[src/design/tgr_pkg.sv]
`timescale 1ns / 1ps
`default_nettype none

package tgr_pkg;

	localparam int XY_W       = 12;
	localparam int TIME_W     = 32;
	localparam int LEVEL_W    = 7;
	localparam int MS_W       = 16;
	localparam int CFG_DATA_W = 16;
	localparam int CFG_IDX_W  = 3;

	typedef enum logic [1:0] {
		ZONE_MIDDLE = 2'd0,
		ZONE_LEFT   = 2'd1,
		ZONE_RIGHT  = 2'd2
	} zone_t;

	typedef enum logic [2:0] {
		ACT_NONE        = 3'd0,
		ACT_SET_BRIGHT  = 3'd1,
		ACT_SET_VOLUME  = 3'd2,
		ACT_CONFIG_MODE = 3'd3,
		ACT_LISTEN      = 3'd4,
		ACT_TOGGLE_CHAT = 3'd5
	} action_t;

	typedef enum logic [CFG_IDX_W-1:0] {
		CFG_LEFT_LIMIT  = 3'd0,
		CFG_RIGHT_LIMIT = 3'd1,
		CFG_MOVE_THRESH = 3'd2,
		CFG_LONG_PRESS  = 3'd3,
		CFG_DOUBLE_TAP  = 3'd4
	} cfg_idx_t;

	typedef struct packed {
		logic [XY_W-1:0] left_zone_limit;
		logic [XY_W-1:0] right_zone_limit;
		logic [XY_W-1:0] move_threshold;
		logic [MS_W-1:0] long_press_ms;
		logic [MS_W-1:0] double_tap_ms;
	} cfg_t;

	localparam logic [XY_W-1:0] LEFT_LIMIT_RST  = 12'd60;
	localparam logic [XY_W-1:0] RIGHT_LIMIT_RST = 12'd180;
	localparam logic [XY_W-1:0] MOVE_THRESH_RST = 12'd10;
	localparam logic [MS_W-1:0] LONG_PRESS_RST  = 16'd3000;
	localparam logic [MS_W-1:0] DOUBLE_TAP_RST  = 16'd250;

	localparam logic [LEVEL_W-1:0] LEVEL_MAX  = 7'd100;
	localparam logic [LEVEL_W-1:0] BRIGHT_MIN = 7'd1;
	localparam logic [LEVEL_W-1:0] VOLUME_MIN = 7'd0;

	// floor(m/5) == (m * 13108) >> 16 for every 12-bit m
	localparam int DIV5_RECIP = 13108;
	localparam int DIV5_SHIFT = 16;
	localparam int QUOT_W     = 10;

endpackage

`default_nettype wire

[src/design/tgr_cfg_regs.sv]
`timescale 1ns / 1ps
`default_nettype none

module tgr_cfg_regs (
	input  wire logic                            clk,
	input  wire logic                            arst_n,
	input  wire logic                            cfg_we,
	input  wire logic [tgr_pkg::CFG_IDX_W-1:0]   cfg_index,
	input  wire logic [tgr_pkg::CFG_DATA_W-1:0]  cfg_data,
	output tgr_pkg::cfg_t                        cfg
);

	tgr_pkg::cfg_t cfg_q;

	always_ff @(posedge clk or negedge arst_n) begin
		if (!arst_n) begin
			cfg_q.left_zone_limit  <= tgr_pkg::LEFT_LIMIT_RST;
			cfg_q.right_zone_limit <= tgr_pkg::RIGHT_LIMIT_RST;
			cfg_q.move_threshold   <= tgr_pkg::MOVE_THRESH_RST;
			cfg_q.long_press_ms    <= tgr_pkg::LONG_PRESS_RST;
			cfg_q.double_tap_ms    <= tgr_pkg::DOUBLE_TAP_RST;
		end else if (cfg_we) begin
			unique case (tgr_pkg::cfg_idx_t'(cfg_index))
				tgr_pkg::CFG_LEFT_LIMIT:  cfg_q.left_zone_limit  <= cfg_data[tgr_pkg::XY_W-1:0];
				tgr_pkg::CFG_RIGHT_LIMIT: cfg_q.right_zone_limit <= cfg_data[tgr_pkg::XY_W-1:0];
				tgr_pkg::CFG_MOVE_THRESH: cfg_q.move_threshold   <= cfg_data[tgr_pkg::XY_W-1:0];
				tgr_pkg::CFG_LONG_PRESS:  cfg_q.long_press_ms    <= cfg_data[tgr_pkg::MS_W-1:0];
				tgr_pkg::CFG_DOUBLE_TAP:  cfg_q.double_tap_ms    <= cfg_data[tgr_pkg::MS_W-1:0];
				default: ;
			endcase
		end
	end

	assign cfg = cfg_q;

endmodule

`default_nettype wire

[src/design/tgr_slide_level.sv]
`timescale 1ns / 1ps
`default_nettype none

// New level = cur_level - dy/5 (toward zero), clamped to min_level..LEVEL_MAX.
module tgr_slide_level (
	input  wire logic [tgr_pkg::LEVEL_W-1:0] cur_level,
	input  wire logic [tgr_pkg::XY_W-1:0]    dy_mag,
	input  wire logic                        dy_neg,
	input  wire logic [tgr_pkg::LEVEL_W-1:0] min_level,
	output logic      [tgr_pkg::LEVEL_W-1:0] level
);

	localparam int PROD_W = tgr_pkg::XY_W + 15;
	localparam int RAW_W  = tgr_pkg::XY_W + 1;

	logic [PROD_W-1:0]               prod;
	logic [tgr_pkg::QUOT_W-1:0]      quot;
	logic signed [RAW_W-1:0]         raw;
	logic signed [RAW_W-1:0]         lo_s;
	logic signed [RAW_W-1:0]         hi_s;

	always_comb begin
		prod = PROD_W'(dy_mag) * PROD_W'(tgr_pkg::DIV5_RECIP);
		quot = prod[tgr_pkg::DIV5_SHIFT +: tgr_pkg::QUOT_W];
		// moving down (negative dy) raises the level
		if (dy_neg)
			raw = $signed(RAW_W'(cur_level)) + $signed(RAW_W'(quot));
		else
			raw = $signed(RAW_W'(cur_level)) - $signed(RAW_W'(quot));
		lo_s = $signed(RAW_W'(min_level));
		hi_s = $signed(RAW_W'(tgr_pkg::LEVEL_MAX));
		if (raw < lo_s)
			level = min_level;
		else if (raw > hi_s)
			level = tgr_pkg::LEVEL_MAX;
		else
			level = raw[tgr_pkg::LEVEL_W-1:0];
	end

endmodule

`default_nettype wire

[src/design/touch_gesture_recognizer.sv]
`timescale 1ns / 1ps
`default_nettype none

// Channel | Signals                                            | Dir | Handshake
// --------+----------------------------------------------------+-----+----------------
// cfg     | cfg_index, cfg_data                                | in  | cfg_we, no wait
// in      | touched, pos_x, pos_y, now_ms, cur_brightness,     | in  | in_valid/in_ready
//         | cur_volume                                         |     |
// out     | action, level                                      | out | out_valid/out_ready
//
// One sample per clock sustained while out_ready stays high; an accepted sample
// passes the input register, then the result register, before out_valid rises.
// The gesture state is
// updated in the same cycle the result register loads, so a sample sees all
// earlier ones. Reset clears the gesture state and loads the default configuration.
// With out_ready low the result holds, one more sample waits in the input
// register, then in_ready drops.
module touch_gesture_recognizer (
	input  wire logic                            clk,
	input  wire logic                            arst_n,
	input  wire logic                            cfg_we,
	input  wire logic [tgr_pkg::CFG_IDX_W-1:0]   cfg_index,
	input  wire logic [tgr_pkg::CFG_DATA_W-1:0]  cfg_data,
	input  wire logic                            in_valid,
	output logic                                 in_ready,
	input  wire logic                            touched,
	input  wire logic [tgr_pkg::XY_W-1:0]        pos_x,
	input  wire logic [tgr_pkg::XY_W-1:0]        pos_y,
	input  wire logic [tgr_pkg::TIME_W-1:0]      now_ms,
	input  wire logic [tgr_pkg::LEVEL_W-1:0]     cur_brightness,
	input  wire logic [tgr_pkg::LEVEL_W-1:0]     cur_volume,
	output logic                                 out_valid,
	input  wire logic                            out_ready,
	output logic [2:0]                           action,
	output logic [tgr_pkg::LEVEL_W-1:0]          level
);

	localparam int DY_W = tgr_pkg::XY_W + 1;

	tgr_pkg::cfg_t cfg;

	// input stage
	logic                            valid_s1;
	logic                            touched_s1;
	logic [tgr_pkg::XY_W-1:0]        pos_x_s1;
	logic [tgr_pkg::XY_W-1:0]        pos_y_s1;
	logic [tgr_pkg::TIME_W-1:0]      now_s1;
	logic [tgr_pkg::LEVEL_W-1:0]     bright_s1;
	logic [tgr_pkg::LEVEL_W-1:0]     volume_s1;

	// gesture state
	logic                            press_active_q, press_active_d;
	logic [tgr_pkg::TIME_W-1:0]      press_start_q, press_start_d;
	logic [tgr_pkg::TIME_W-1:0]      last_tap_q, last_tap_d;
	logic [tgr_pkg::XY_W-1:0]        anchor_y_q, anchor_y_d;
	logic                            slide_seen_q, slide_seen_d;
	tgr_pkg::zone_t                  zone_q, zone_d;

	// result stage
	logic                            out_valid_q;
	tgr_pkg::action_t                action_q, action_d;
	logic [tgr_pkg::LEVEL_W-1:0]     level_q, level_d;

	logic                            advance;
	logic signed [DY_W-1:0]          dy;
	logic [DY_W-1:0]                 dy_abs;
	logic [tgr_pkg::XY_W-1:0]        dy_mag;
	logic [tgr_pkg::TIME_W-1:0]      held;
	logic [tgr_pkg::TIME_W-1:0]      since_tap;
	logic [tgr_pkg::LEVEL_W-1:0]     slide_cur;
	logic [tgr_pkg::LEVEL_W-1:0]     slide_min;
	logic [tgr_pkg::LEVEL_W-1:0]     slide_level;

	tgr_cfg_regs u_cfg (
		.clk       (clk),
		.arst_n    (arst_n),
		.cfg_we    (cfg_we),
		.cfg_index (cfg_index),
		.cfg_data  (cfg_data),
		.cfg       (cfg)
	);

	assign advance  = valid_s1 && (!out_valid_q || out_ready);
	assign in_ready = !valid_s1 || advance;

	always_ff @(posedge clk or negedge arst_n) begin
		if (!arst_n)
			valid_s1 <= 1'b0;
		else if (in_ready)
			valid_s1 <= in_valid;
	end

	always_ff @(posedge clk) begin
		if (in_valid && in_ready) begin
			touched_s1 <= touched;
			pos_x_s1   <= pos_x;
			pos_y_s1   <= pos_y;
			now_s1     <= now_ms;
			bright_s1  <= cur_brightness;
			volume_s1  <= cur_volume;
		end
	end

	always_comb begin
		dy        = $signed(DY_W'(pos_y_s1)) - $signed(DY_W'(anchor_y_q));
		dy_abs    = dy[DY_W-1] ? DY_W'(-dy) : DY_W'(dy);
		dy_mag    = dy_abs[tgr_pkg::XY_W-1:0];
		held      = now_s1 - press_start_q;
		since_tap = now_s1 - last_tap_q;
		slide_cur = (zone_q == tgr_pkg::ZONE_LEFT) ? bright_s1 : volume_s1;
		slide_min = (zone_q == tgr_pkg::ZONE_LEFT) ? tgr_pkg::BRIGHT_MIN : tgr_pkg::VOLUME_MIN;
	end

	tgr_slide_level u_slide (
		.cur_level (slide_cur),
		.dy_mag    (dy_mag),
		.dy_neg    (dy[DY_W-1]),
		.min_level (slide_min),
		.level     (slide_level)
	);

	always_comb begin
		press_active_d = press_active_q;
		press_start_d  = press_start_q;
		last_tap_d     = last_tap_q;
		anchor_y_d     = anchor_y_q;
		slide_seen_d   = slide_seen_q;
		zone_d         = zone_q;
		action_d       = tgr_pkg::ACT_NONE;
		level_d        = '0;

		if (touched_s1) begin
			if (!press_active_q) begin
				press_active_d = 1'b1;
				press_start_d  = now_s1;
				anchor_y_d     = pos_y_s1;
				slide_seen_d   = 1'b0;
				if (pos_x_s1 < cfg.left_zone_limit)
					zone_d = tgr_pkg::ZONE_LEFT;
				else if (pos_x_s1 > cfg.right_zone_limit)
					zone_d = tgr_pkg::ZONE_RIGHT;
				else
					zone_d = tgr_pkg::ZONE_MIDDLE;
			end else if (dy_mag > cfg.move_threshold) begin
				// middle zone only re-anchors
				case (zone_q)
					tgr_pkg::ZONE_LEFT: begin
						slide_seen_d = 1'b1;
						action_d     = tgr_pkg::ACT_SET_BRIGHT;
						level_d      = slide_level;
					end
					tgr_pkg::ZONE_RIGHT: begin
						slide_seen_d = 1'b1;
						action_d     = tgr_pkg::ACT_SET_VOLUME;
						level_d      = slide_level;
					end
					default: ;
				endcase
				anchor_y_d = pos_y_s1;
			end
		end else if (press_active_q) begin
			press_active_d = 1'b0;
			if (!slide_seen_q) begin
				if (held > tgr_pkg::TIME_W'(cfg.long_press_ms)) begin
					action_d = tgr_pkg::ACT_CONFIG_MODE;
				end else if (since_tap < tgr_pkg::TIME_W'(cfg.double_tap_ms)) begin
					action_d   = tgr_pkg::ACT_LISTEN;
					last_tap_d = '0;
				end else begin
					action_d   = tgr_pkg::ACT_TOGGLE_CHAT;
					last_tap_d = now_s1;
				end
			end
		end
	end

	always_ff @(posedge clk or negedge arst_n) begin
		if (!arst_n) begin
			press_active_q <= 1'b0;
			press_start_q  <= '0;
			last_tap_q     <= '0;
			anchor_y_q     <= '0;
			slide_seen_q   <= 1'b0;
			zone_q         <= tgr_pkg::ZONE_MIDDLE;
		end else if (advance) begin
			press_active_q <= press_active_d;
			press_start_q  <= press_start_d;
			last_tap_q     <= last_tap_d;
			anchor_y_q     <= anchor_y_d;
			slide_seen_q   <= slide_seen_d;
			zone_q         <= zone_d;
		end
	end

	always_ff @(posedge clk or negedge arst_n) begin
		if (!arst_n)
			out_valid_q <= 1'b0;
		else if (advance)
			out_valid_q <= 1'b1;
		else if (out_ready)
			out_valid_q <= 1'b0;
	end

	always_ff @(posedge clk) begin
		if (advance) begin
			action_q <= action_d;
			level_q  <= level_d;
		end
	end

	assign out_valid = out_valid_q;
	assign action    = action_q;
	assign level     = level_q;

endmodule

`default_nettype wire

[config.mk]
export PLATFORM = sky130hd
export DESIGN_NAME = touch_gesture_recognizer
export DESIGN_NICKNAME = d
export VERILOG_FILES = /design/src/design/tgr_pkg.sv /design/src/design/tgr_cfg_regs.sv /design/src/design/tgr_slide_level.sv /design/src/design/touch_gesture_recognizer.sv
export SDC_FILE = /design/constraint.sdc
export NUM_CORES = 1
export LEC_CHECK = 0
export BUFFER_PORTS_ARGS = -buffer_cell sky130_fd_sc_hd__buf_2
export CAP_MARGIN = 30
export CORE_MARGIN = 3
export CORE_UTILIZATION = 34
export DETAILED_ROUTE_END_ITERATION = 16
export PLACE_DENSITY_LB_ADDON = 0.08
export SLEW_MARGIN = 0
export SYNTH_ARGS = -nofsm -noshare
export SYNTH_HDL_FRONTEND = slang
export SYNTH_SLANG_ARGS = --single-unit
[constraint.sdc]
create_clock -name clk -period 12.75 [get_ports clk]
set_input_delay 0 -clock clk [delete_from_list [all_inputs] [get_ports clk]]
set_output_delay 0 -clock clk [all_outputs]
set_load 0.005 [all_outputs]
-- After elaboration in Yosys (flattened, before gate mapping)
Index checks and enable logic that the tools add are counted.
- bits in writable memories: 0
- flip-flop bits (word level): 231
- memories kept: 0
- logic and storage cells: 91
- bits in read-only memories: 0
- output and inout bits: 12
- input port bits: 95
- latch bits: 0
- reductions and logical operators: 19
- multiply operators: 1
- div/mod/pow operators: 0
- $add $sub $neg: 6
- order comparisons: 7
- mux-type cells: 25
- eq/ne operators: 8
- bitwise operators: 4
- shift-type cells: 0
- operator list (operator ; count):
    $sub 32x32->32 ; 2
    $mux 12 ; 3
    $gt 32x16->1 ; 1
    $lt 32x16->1 ; 1
    $mux 32 ; 1
    $gt 12x12->1 ; 2
    $mul 12x12->24 const B ; 1
    $mux 7 ; 3
    $gt 13x8->1 const B ; 1
    $lt 13x2->1 ; 1
    $mux 13 ; 1
    $sub 12x12->13 ; 1
    $lt 12x12->1 ; 1
    $mux 3 ; 4
    $neg 12->12 ; 1
    $add 7x10->11 ; 1
    $sub 7x10->11 ; 1
    $reduce_and 2->1 ; 5
    $mux 1 ; 8
    $mux 2 ; 4
    $reduce_and 4->1 ; 2
    $eq 3x2->1 const B ; 2
    $reduce_and 3->1 ; 2
    $reduce_and 5->1 ; 1
    14 further kinds ; 20

-- Longest topological paths before layout
Gate-level depths: netlist of the first run.
- word-level depth: 9
- mapped depth: 42
- gate-level depth less buffers: 42

-- Modules after synthesis
Synthesis of the first run repeated with hierarchy kept, for this count alone.
- cell total of the unflattened synthesis: 1894
- area total of the unflattened synthesis: 18929.4 µm²
- by module, submodules not included (module ; cells an instance ; times used ; seq. area each (µm²) ; area an instance (µm²)):
    touch_gesture_recognizer ; 1315 ; 1 ; 4484.3 ; 12614.6
    tgr_slide_level ; 432 ; 1 ; 0.0 ; 3714.8
    tgr_cfg_regs ; 147 ; 1 ; 1730.4 ; 2600.0

-- Worst setup path after synthesis of the first run
OpenSTA, ideal clock, no wires.
- path kind: reg2reg
- from: reg anchor_y_q[0] (netlist bit)
- to: reg level_q, in the netlist level[1] (data pin)
- data required time: 12.495 ns
- buffers on the path: 1
- setup slack: 4.179 ns
- cell stages (with the launch flop): 40
- clock period less this slack: 8.571 ns
- library setup time: 0.255 ns
- arrival: 8.316 ns
- cells stage by stage: dfrtp_1 > ha_1 > fa_1 > xor2_1 > nand3_1 > or3_1 > or3_1 > nor3_1 > a31oi_1 > and3_1 > or3_1 > ha_1 > inv_1 > fa_1 > inv_1 > fa_1 > inv_1 > fa_1 > [4 not listed] > a21oi_1 > o21ba_2 > nor2b_1 > nor2_1 > nor2b_1 > nor2_1 > xnor2_1 > ha_1 > clkbuf_1 > nor3_1 > o41ai_1 > o21bai_1 > or2_2 > a22oi_1 > mux2i_1 > o211a_1 > nor4bb_1 > and2_1
- cells in the longest elaborated chain, start to end: 9
- elaborated cells between the ends (all ways): 13
- those cells by class: 4 x add/sub; 1 x mul; 3 x order compare; 4 x mux; 1 x reduce/logical
- RTL lines (element ; RTL line ; source):
    from (decl) ; touch_gesture_recognizer.sv:55 ; logic [tgr_pkg::XY_W-1:0] anchor_y_q, anchor_y_d;
    from (signal assigned) ; touch_gesture_recognizer.sv:189 ; anchor_y_q <= anchor_y_d;
    $sub 12x12->13 * ; touch_gesture_recognizer.sv:105 ; dy = $signed(DY_W'(pos_y_s1)) - $signed(DY_W'(anchor_y_q));
    $neg 12->12 ; touch_gesture_recognizer.sv:106 ; dy_abs = dy[DY_W-1] ? DY_W'(-dy) : DY_W'(dy);
    $mux 12 ; touch_gesture_recognizer.sv:106 ;
    $mul 12x12->24 ; tgr_slide_level.sv:23 ; prod = PROD_W'(dy_mag) * PROD_W'(tgr_pkg::DIV5_RECIP);
    $sub 7x10->11 or $add 7x10->11 (tied branches) ; tgr_slide_level.sv:29, tgr_slide_level.sv:27 ;
    $mux 13 ; tgr_slide_level.sv:26 ; if (dy_neg)
    $gt 13x8->1 ; tgr_slide_level.sv:34 ; else if (raw > hi_s)
    $mux 7 ; tgr_slide_level.sv:34 ;
    $mux 7 ; tgr_slide_level.sv:32 ; if (raw < lo_s)
    to (signal assigned) ; touch_gesture_recognizer.sv:207 ; level_q <= level_d;
    to (decl) ; touch_gesture_recognizer.sv:62 ; logic [tgr_pkg::LEVEL_W-1:0] level_q, level_d;
Mark *: on every way between the ends. The rest lies on a longest branch, timed or not.
A chain may end at the register's enable or synchronous reset.

-- Worst setup path in the final report of the first run
Ends and elaborated chain as after synthesis.

==> results of run 1 <==
[logic make-up after synthesis]
family / synth area share, %
simple gates: 12.0
mux: 5.25
flops: 34.1
compound gates: 16.3
buf+inv: 7.18
xor+xnor: 3.65
fa+ha+maj: 21.4
[how the worst max path moves through the flow]
stage / from / end / cells past startpoint
after floorplan: anchor_y_q[0] / level[1] / 39
after global placement: pos_y_s1[0] / level[1] / 35
after detailed placement: anchor_y_q[0] / level[1] / 35
after CTS: anchor_y_q[0] / level[1] / 35
after global routing: pos_y_s1[0] / level[1] / 38
final: anchor_y_q[0] / level[1] / 35
[cells in the mapped netlist, types with 6 or more instances]
cell type and number:
o21ai_0 108, o21bai_1 11, xnor2_1 53, o2111ai_1 9
nor3_1 31, or2_2 7, fa_1 43, nand3_1 28
a21o_1 39, xor2_1 23, clkbuf_1 32, buf_6 10
or3_1 12, ha_1 243, dfstp_2 23, and3_1 11
nor2b_1 19, dfrtp_1 127, nand2_1 134, o211ai_1 17
nor2_1 108, a21boi_0 6, a211oi_1 17, a31o_1 30
inv_1 278, o31ai_1 6, edfxtp_1 81, and2_1 11
o21a_1 16, a21oi_1 115, nand2b_1 21, a31oi_1 14
mux2_2 69, mux2i_1 18, nand4_1 22
[per-stage QoR]
stage	utilization, %	area, um2	instances	worst slack, ns
2_1_floorplan	-	18200	1899	4.18
3_3_place_gp	36.8	19400	2653	3.23
3_5_place_dp	36.8	19400	2654	3.31
4_1_cts	40.7	21500	2813	3.29
5_1_grt	40.7	21500	2814	2.58
6_report	40.7	21500	2814	3.32
[per-layer routing]
metal / GRT usage, % / up-vias / part of all wire (%) / wire, um
met5: 0 / - / 0 / 0
met4: 4.35 / 0 / 2.7 / 1280
met3: 1.98 / 72 / 2.4 / 1120
met2: 29.8 / 168 / 48 / 23000
met1: 22.2 / 6676 / 47 / 22200
li1: - / 7096 / - / -
[timing repair]
item	in CTS	in global routing
hold endpoints to repair	225	0
hold buffers	103	0
gates resized for setup	0	0
buffers inserted	0	0
[state kept, by name, indices dropped and copies added (netlist names)]
name,count
level,7
press_start_q,32
last_tap_q,32
now_s1,32
valid_s1,1
pos_y_s1,12
press_active_q,1
zone_q,2
action,3
out_valid,1
anchor_y_q,12
volume_s1,7
u_cfg.cfg,68
bright_s1,7
pos_x_s1,12
slide_seen_q,1
touched_s1,1
[layout make-up]
cell class	instances	share of cell area, %
timing repair buffer	220	7.67
sequential	231	28.9
clock buffer	43	4.06
inverter	278	4.85
clock inverter	13	0.698
tap	688	4.00
multi-input combinational	1341	49.8
==> out/results.ini, run 1 <==
[outcome]
outcome=finished clean

[synthesis]
synth_seq_cells=231
synthFlopType=dfrtp_1
ys_seq_area_share_pct=34.1
ys_types=88
netlist.area_leader.share_pct=17.4
synth.avg_cell_area_um2=9.59
synth_edf_count=81
synth_nets=2280
synthTopCellsByArea=dfrtp_1, ha_1, edfxtp_1
yosys.area.top_type=dfrtp_1
syn-instance-count=1899
syn-cell-area_um2=18200
synth_warnings=0
async_reset_ff_share_pct=64.9

[clocking]
clock_tree.htree_level_count=1
clock-sinks=231
numCtsBuffers=30
cts_tree=done
root_buffer=clkbuf_16
path_clk_slew_ns=0.06
insertion_delay_ns=0.58
clock_path_buffers=3

[worst_setup_path]
crit_required_ns=13.08
r2r_cells=35
cpMaxStageDelayCell=or3_1
regToRegSetupSlack_ns=3.32
worst-path-max-fanout=7
crit_path_end_kind=register
path_class=register to register
critPathLaunchType=register
r2r-start=anchor_y_q[0]
cp.arrival_ns=9.76
crit_family=adder cells
cpMostUsedCell=inv_1
cp_num_buf_inv=5
critPathMaxStageDelay_ns=0.56
reg2reg_to=level[1]

[cells_and_area]
area_growth_syn_to_layout_pct=18.0
multi_input_area_um2=10700
regArea_um2=6210
n_antenna_cell=0
final_cell_mix=inv_1, ha_1, nand2_1
nNetsFinal=2483
drive_gt1_share_pct=13.7
num-fill-cells=5268
final_common_cell=inv_1

[run]
cap_violations=0

[routing]
drt_pre_antenna_iters=5
ant_nets=0
vias=14012
drc=0
wirelength_um=47700
dr.first_iter.drc_count=574
routed_via_density=4.98
wl_per_cell_um=16.9

[sta]
tns_ns=0
fmax_ghz=0.106
drv_slew=0
setup_viol=0
fin_crit_sh_pct=74.0
rsz0062_at_grt=false
maxSlewHeadroom_pct=40.1
worst_pin_slew_ns=0.898
layout_min_cycle_time_ns=9.43
hold-worst-slack_ns=0.0792
clock_skew_ns=0.0165
hold_viol=0

[floorplanning]
fp.dieH_um=237
num_rows=84
initial_core_util_pct=34.5
die_area_um2=56400
fp.dieW_um=237
ios=107
core_um2=52800

[grt]
grt_antenna_before_repair=0
gr-usage-all-layers_pct=16.9
grt_pass1_vias=14297
grt_pass1_wl_um=77000
grt_max_degree=89
grt.overflow.total=0

[placed_design]
dp_hpwl_um=36500
io_buffers=106
gp_congestion=0.851

[min_path]
min_path_type=input port to asynchronous set/reset pin

Power of run 1 is not shown: default switching activity piles up to over one toggle a cycle in this logic, so the estimate is an artifact.
==> run 2: changes to the inputs <==
- clock period: 12.75 -> 8.6 ns (I/O delays scaled with it)
==> out/results.ini, run 2 (synthesis results as in run 1) <==
[routing]
dr.first_iter.drc_count=562  ; -2.1%
vias=14376  ; +2.6%
drc=0  ; unchanged
routed_via_density=4.95  ; -0.55%
wl_per_cell_um=16.7  ; -1.4%
drt_pre_antenna_iters=5  ; unchanged
ant_nets=0  ; unchanged
wirelength_um=48500  ; +1.7%

[clocking]
cts_tree=done
root_buffer=clkbuf_16
clock_path_buffers=3  ; unchanged
clock-sinks=231  ; unchanged
insertion_delay_ns=0.58  ; about the same
clock_tree.htree_level_count=1  ; unchanged
path_clk_slew_ns=0.06  ; about the same
numCtsBuffers=30  ; unchanged

[cells_and_area]
drive_gt1_share_pct=19.7  ; +5.9 points
fin_util_pct=42.7  ; +2.0 points
nNetsFinal=2572  ; +3.6%
num-fill-cells=5236  ; -0.61%
area_growth_syn_to_layout_pct=23.8
n_antenna_cell=0  ; unchanged
multi_input_area_um2=11100  ; +3.8%
largest_reg_flops=68  ; unchanged
design_area_um2=22500  ; +4.9%
regArea_um2=6210  ; unchanged
final_common_cell=inv_1
final_cell_mix=inv_1, ha_1, nand2_1

[floorplanning]
fp.dieH_um=237  ; unchanged
die_area_um2=56400  ; unchanged
ios=107  ; unchanged
num_rows=84  ; unchanged
initial_core_util_pct=34.5  ; unchanged
fp.dieW_um=237  ; unchanged
core_um2=52800  ; unchanged

[worst_setup_path]
path_class=register to register
r2r_cells=41  ; +17%
cp.arrival_ns=8.95  ; -0.81 ns
cp-startpoint=pos_y_s1[2]
cpMostUsedCell=nor2b_2
worst-path-max-fanout=5  ; -2
r2r-start=pos_y_s1[2]
critPathLaunchType=register
cpMaxStageDelayCell=fa_1
critPathMaxStageDelay_ns=0.55  ; about the same
reg2reg_to=level[4]
regToRegSetupSlack_ns=0.08  ; -3.24 ns
crit_path_end_kind=register
cp-endpoint=level[4]
crit_required_ns=9.03  ; -4.05 ns

[sta]
maxSlewHeadroom_pct=43.3  ; +3.1 points
worst_pin_slew_ns=0.849  ; -0.0491 ns
layout_min_cycle_time_ns=8.52  ; -0.914 ns
setup_viol=0  ; unchanged
setup_ws_ns=0.0813  ; -3.24 ns
fmax_ghz=0.117  ; +11%
hold_viol=0  ; unchanged
rsz0062_at_grt=true
tns_ns=0  ; unchanged
drv_slew=0  ; unchanged
fin_crit_sh_pct=99.1  ; +25 points
clock_skew_ns=0.0270  ; +0.0105 ns

[run]
cap_violations=0  ; unchanged

[outcome]
outcome=finished clean

[grt]
grt.overflow.total=0  ; unchanged
grt_antenna_before_repair=1  ; +1
grt_pass1_wl_um=78600  ; +2.0%
gr-usage-all-layers_pct=17.2  ; +0.28 points
grt_max_degree=101  ; +13%
grt_pass1_vias=14836  ; +3.8%

[min_path]
min_path_type=input port to register

[placed_design]
io_buffers=106  ; unchanged
gp_congestion=0.878  ; +3.2%
dp_hpwl_um=37300  ; +2.1%
placed_area_um2=20000  ; +2.8%
pre_cts_slack_ns=-0.221  ; -3.53 ns

==> run 2: cell types whose count changed in the layout (fill, tap and decap cells not counted), sizes merged <==
cell         change
clkbuf           +3
bufinv           -3
dlygate4sd3      +3
clkinv           +3
clkinvlp         -3
buf             +86
==> run 2: how the worst min path moves through the flow <==
stage | startpoint | slack [ns] | depth (start not counted) | to
floorplan | arst_n | -0.30 | 0 | anchor_y_q[0]
global placement | now_ms[12] | 0.18 | 1 | now_s1[12]
detailed placement | now_ms[13] | 0.18 | 1 | now_s1[13]
CTS | now_ms[18] | 0.06 | 2 | now_s1[18]
global route | now_ms[16] | 0.09 | 2 | now_s1[16]
finish | now_ms[7] | 0.12 | 2 | now_s1[7]
==> run 2: cell type report <==
| cell class | count | share of cell area, % |
|---|---|---|
| multi-input combinational | 1341 | 49.3 |
| sequential | 231 | 27.6 |
| timing repair buffer | 309 | 10.5 |
| inverter | 278 | 4.63 |
| clock buffer | 46 | 3.97 |
| tap | 688 | 3.82 |
| clock inverter | 10 | 0.244 |
==> run 2: critical path, delay by kind of cell (launching register included) <==
kind	cells	cell delay, ns
AOI/OAI and AO/OA	9	1.41
xor gates and xnor gates	2	0.22
adders and majority gates	7	2.76
buffers and inverters	7	0.59
DFF	1	0.39
muxes	1	0.13
and+or+nand+nor	15	2.88
==> run 2: repair_timing <==
item,4_1_cts,5_1_grt
pin swaps,20,32
setup endpoints to repair,7,7
gates cloned,0,0
endpoints found under the hold margin,228,39
hold buffers,105,1
gates resized for setup,30,47
buffers inserted,7,8
==> run 2: per-stage QoR <==
step | cells | hold slack [ns]
global placement | 2724 | 0.176
floorplan | 1899 | -0.296
CTS | 2893 | 0.0645
detailed placement | 2725 | 0.178
finish | 2903 | 0.124
global route | 2903 | 0.0860
==> run 2: routing by layer <==
| metal | vias to the layer above | track usage (%) | share of wire (%) |
|---|---|---|---|
| li1 | 7260 | - | - |
| met1 | 6909 | 22.1 | 46 |
| met2 | 147 | 31.2 | 50 |
| met3 | 60 | 1.93 | 2.2 |
| met4 | 0 | 3.54 | 2.1 |
| met5 | - | 0 | 0 |
Power of run 2 is left out for the same reason.
==> run 3: changes to the inputs <==
- clock period: 8.6 -> 8.35 ns (I/O delays scaled with it)
==> out/results.ini, run 3 (synthesis results as in run 1) <==
[floorplanning]
num_rows=84  ; unchanged
fp.dieH_um=237  ; unchanged
initial_core_util_pct=34.5  ; unchanged
ios=107  ; unchanged
die_area_um2=56400  ; unchanged
fp.dieW_um=237  ; unchanged
core_um2=52800  ; unchanged

[sta]
tns_ns=0  ; unchanged
clock_skew_ns=0.0175  ; -0.00948 ns
fmax_ghz=0.122  ; +3.5%
worst_pin_slew_ns=0.883  ; +0.0343 ns
setup_viol=0  ; unchanged
fin_crit_sh_pct=98.5  ; -0.53 points
layout_min_cycle_time_ns=8.23  ; -0.292 ns
rsz0062_at_grt=true
maxSlewHeadroom_pct=41.1  ; -2.1 points
hold-worst-slack_ns=0.0509  ; -0.0733 ns
drv_slew=0  ; unchanged
hold_viol=0  ; unchanged

[placed_design]
dp_hpwl_um=37600  ; +0.86%
gp_congestion=0.899  ; +2.4%
io_buffers=106  ; unchanged

[worst_setup_path]
crit_path_end_kind=register
crit_required_ns=8.69  ; -0.34 ns
cpMaxStageDelayCell=fa_1
worst-path-max-fanout=5  ; unchanged
critPathLaunchType=register
r2r_cells=36  ; -12%
regToRegSetupSlack_ns=0.12  ; +0.04 ns
critPathMaxStageDelay_ns=0.50  ; -0.05 ns
cp.arrival_ns=8.57  ; -0.38 ns
reg2reg_to=level[1]
path_class=register to register
r2r-start=anchor_y_q[0]

[routing]
vias=14364  ; -0.083%
drt_pre_antenna_iters=7  ; +2
dr.first_iter.drc_count=668  ; +19%
ant_nets=0  ; unchanged
routed_via_density=4.94  ; -0.22%
wl_per_cell_um=16.8  ; +0.68%
drc=0  ; unchanged
wirelength_um=48900  ; +0.82%

[grt]
grt_pass1_vias=14690  ; -0.98%
grt.overflow.total=0  ; unchanged
grt_pass1_wl_um=78900  ; +0.46%
gr-usage-all-layers_pct=17.3  ; +0.12 points
grt_antenna_before_repair=0  ; -1
grt_max_degree=87  ; -14%

[clocking]
root_buffer=clkbuf_16
insertion_delay_ns=0.59  ; about the same
path_clk_slew_ns=0.06  ; about the same
clock_path_buffers=3  ; unchanged
numCtsBuffers=30  ; unchanged
clock_tree.htree_level_count=1  ; unchanged
cts_tree=done
clock-sinks=231  ; unchanged

[cells_and_area]
fin_util_pct=42.9  ; +0.19 points
largest_reg_flops=68  ; unchanged
n_antenna_cell=0  ; unchanged
nNetsFinal=2576  ; +0.16%
drive_gt1_share_pct=20.7  ; +1.0 points
area_growth_syn_to_layout_pct=24.3
final_common_cell=inv_1
final_cell_mix=inv_1, ha_1, nand2_1

[outcome]
outcome=finished clean

[run]
cap_violations=0  ; unchanged

[min_path]
min_path_type=input port to asynchronous set/reset pin

run 3: cell count changes in the layout (fill, tap and decap cells not counted), moves of 5 or more:
cell / previous run / this run
clkinvlp_4: 0 / 5
dlygate4sd3_1: 106 / 99
buf_4: 94 / 104
clkbuf_1: 11 / 4
run 3: cell type report:
type                       instances  area [um2]
tap                              688         861
inverter                         278        1040
timing repair buffer             313        2370
clock inverter                    17         153
clock buffer                      39         846
fill                            5155       30100
multi-input combinational       1341       11200
sequential                       231        6210
run 3: how the worst max path moves through the flow:
stage | cells after the start | slack (ns) | endpoint | startpoint
after detailed placement | 39 | -0.34 | level[1] | anchor_y_q[0]
after global routing | 38 | -0.32 | level[4] | anchor_y_q[0]
final | 36 | 0.12 | level[1] | anchor_y_q[0]
after floorplan | 40 | 0.04 | level[1] | anchor_y_q[0]
after global placement | 39 | -0.19 | level[1] | anchor_y_q[0]
after CTS | 39 | -0.04 | level[4] | anchor_y_q[0]
run 3: what timing repair did:
| item | 4_1_cts | 5_1_grt |
|---|---|---|
| gates resized for setup | 34 | 46 |
| pin swaps | 28 | 25 |
| endpoints found under the setup margin | 7 | 7 |
| hold endpoints to repair | 226 | 0 |
| setup buffers | 7 | 6 |
| hold buffers | 99 | 0 |
run 3: layer usage:
metal	part of all wire, %	routed length (um)	up-vias	GRT usage (%)
met5	0	0	-	0
met4	2.8	1360	0	4.44
met3	2.2	1100	65	1.89
met2	48	23500	180	30.4
met1	47	22900	6846	22.9
li1	-	-	7273	-
run 3: per-stage QoR:
step | area (um2) | worst slack, ns | cells
floorplan | 18300 | 0.0408 | 1899
CTS | 22400 | -0.0365 | 2901
global placement | 20100 | -0.193 | 2738
detailed placement | 20200 | -0.340 | 2739
global route | 22700 | -0.321 | 2907
finish | 22700 | 0.123 | 2907
run 3: worst max-delay path, delay by kind of cell, from the launching register on:
family	cells	cell delay, ns
adder cells (fa/ha/maj)	8	2.98
flip-flops	1	0.38
XOR/XNOR	2	0.31
multiplexers	1	0.15
AND/OR/NAND/NOR	11	2.42
AO/OA/AOI/OAI	6	0.90
buffers and inverters	8	0.84
Power of run 3 is left out for the same reason.
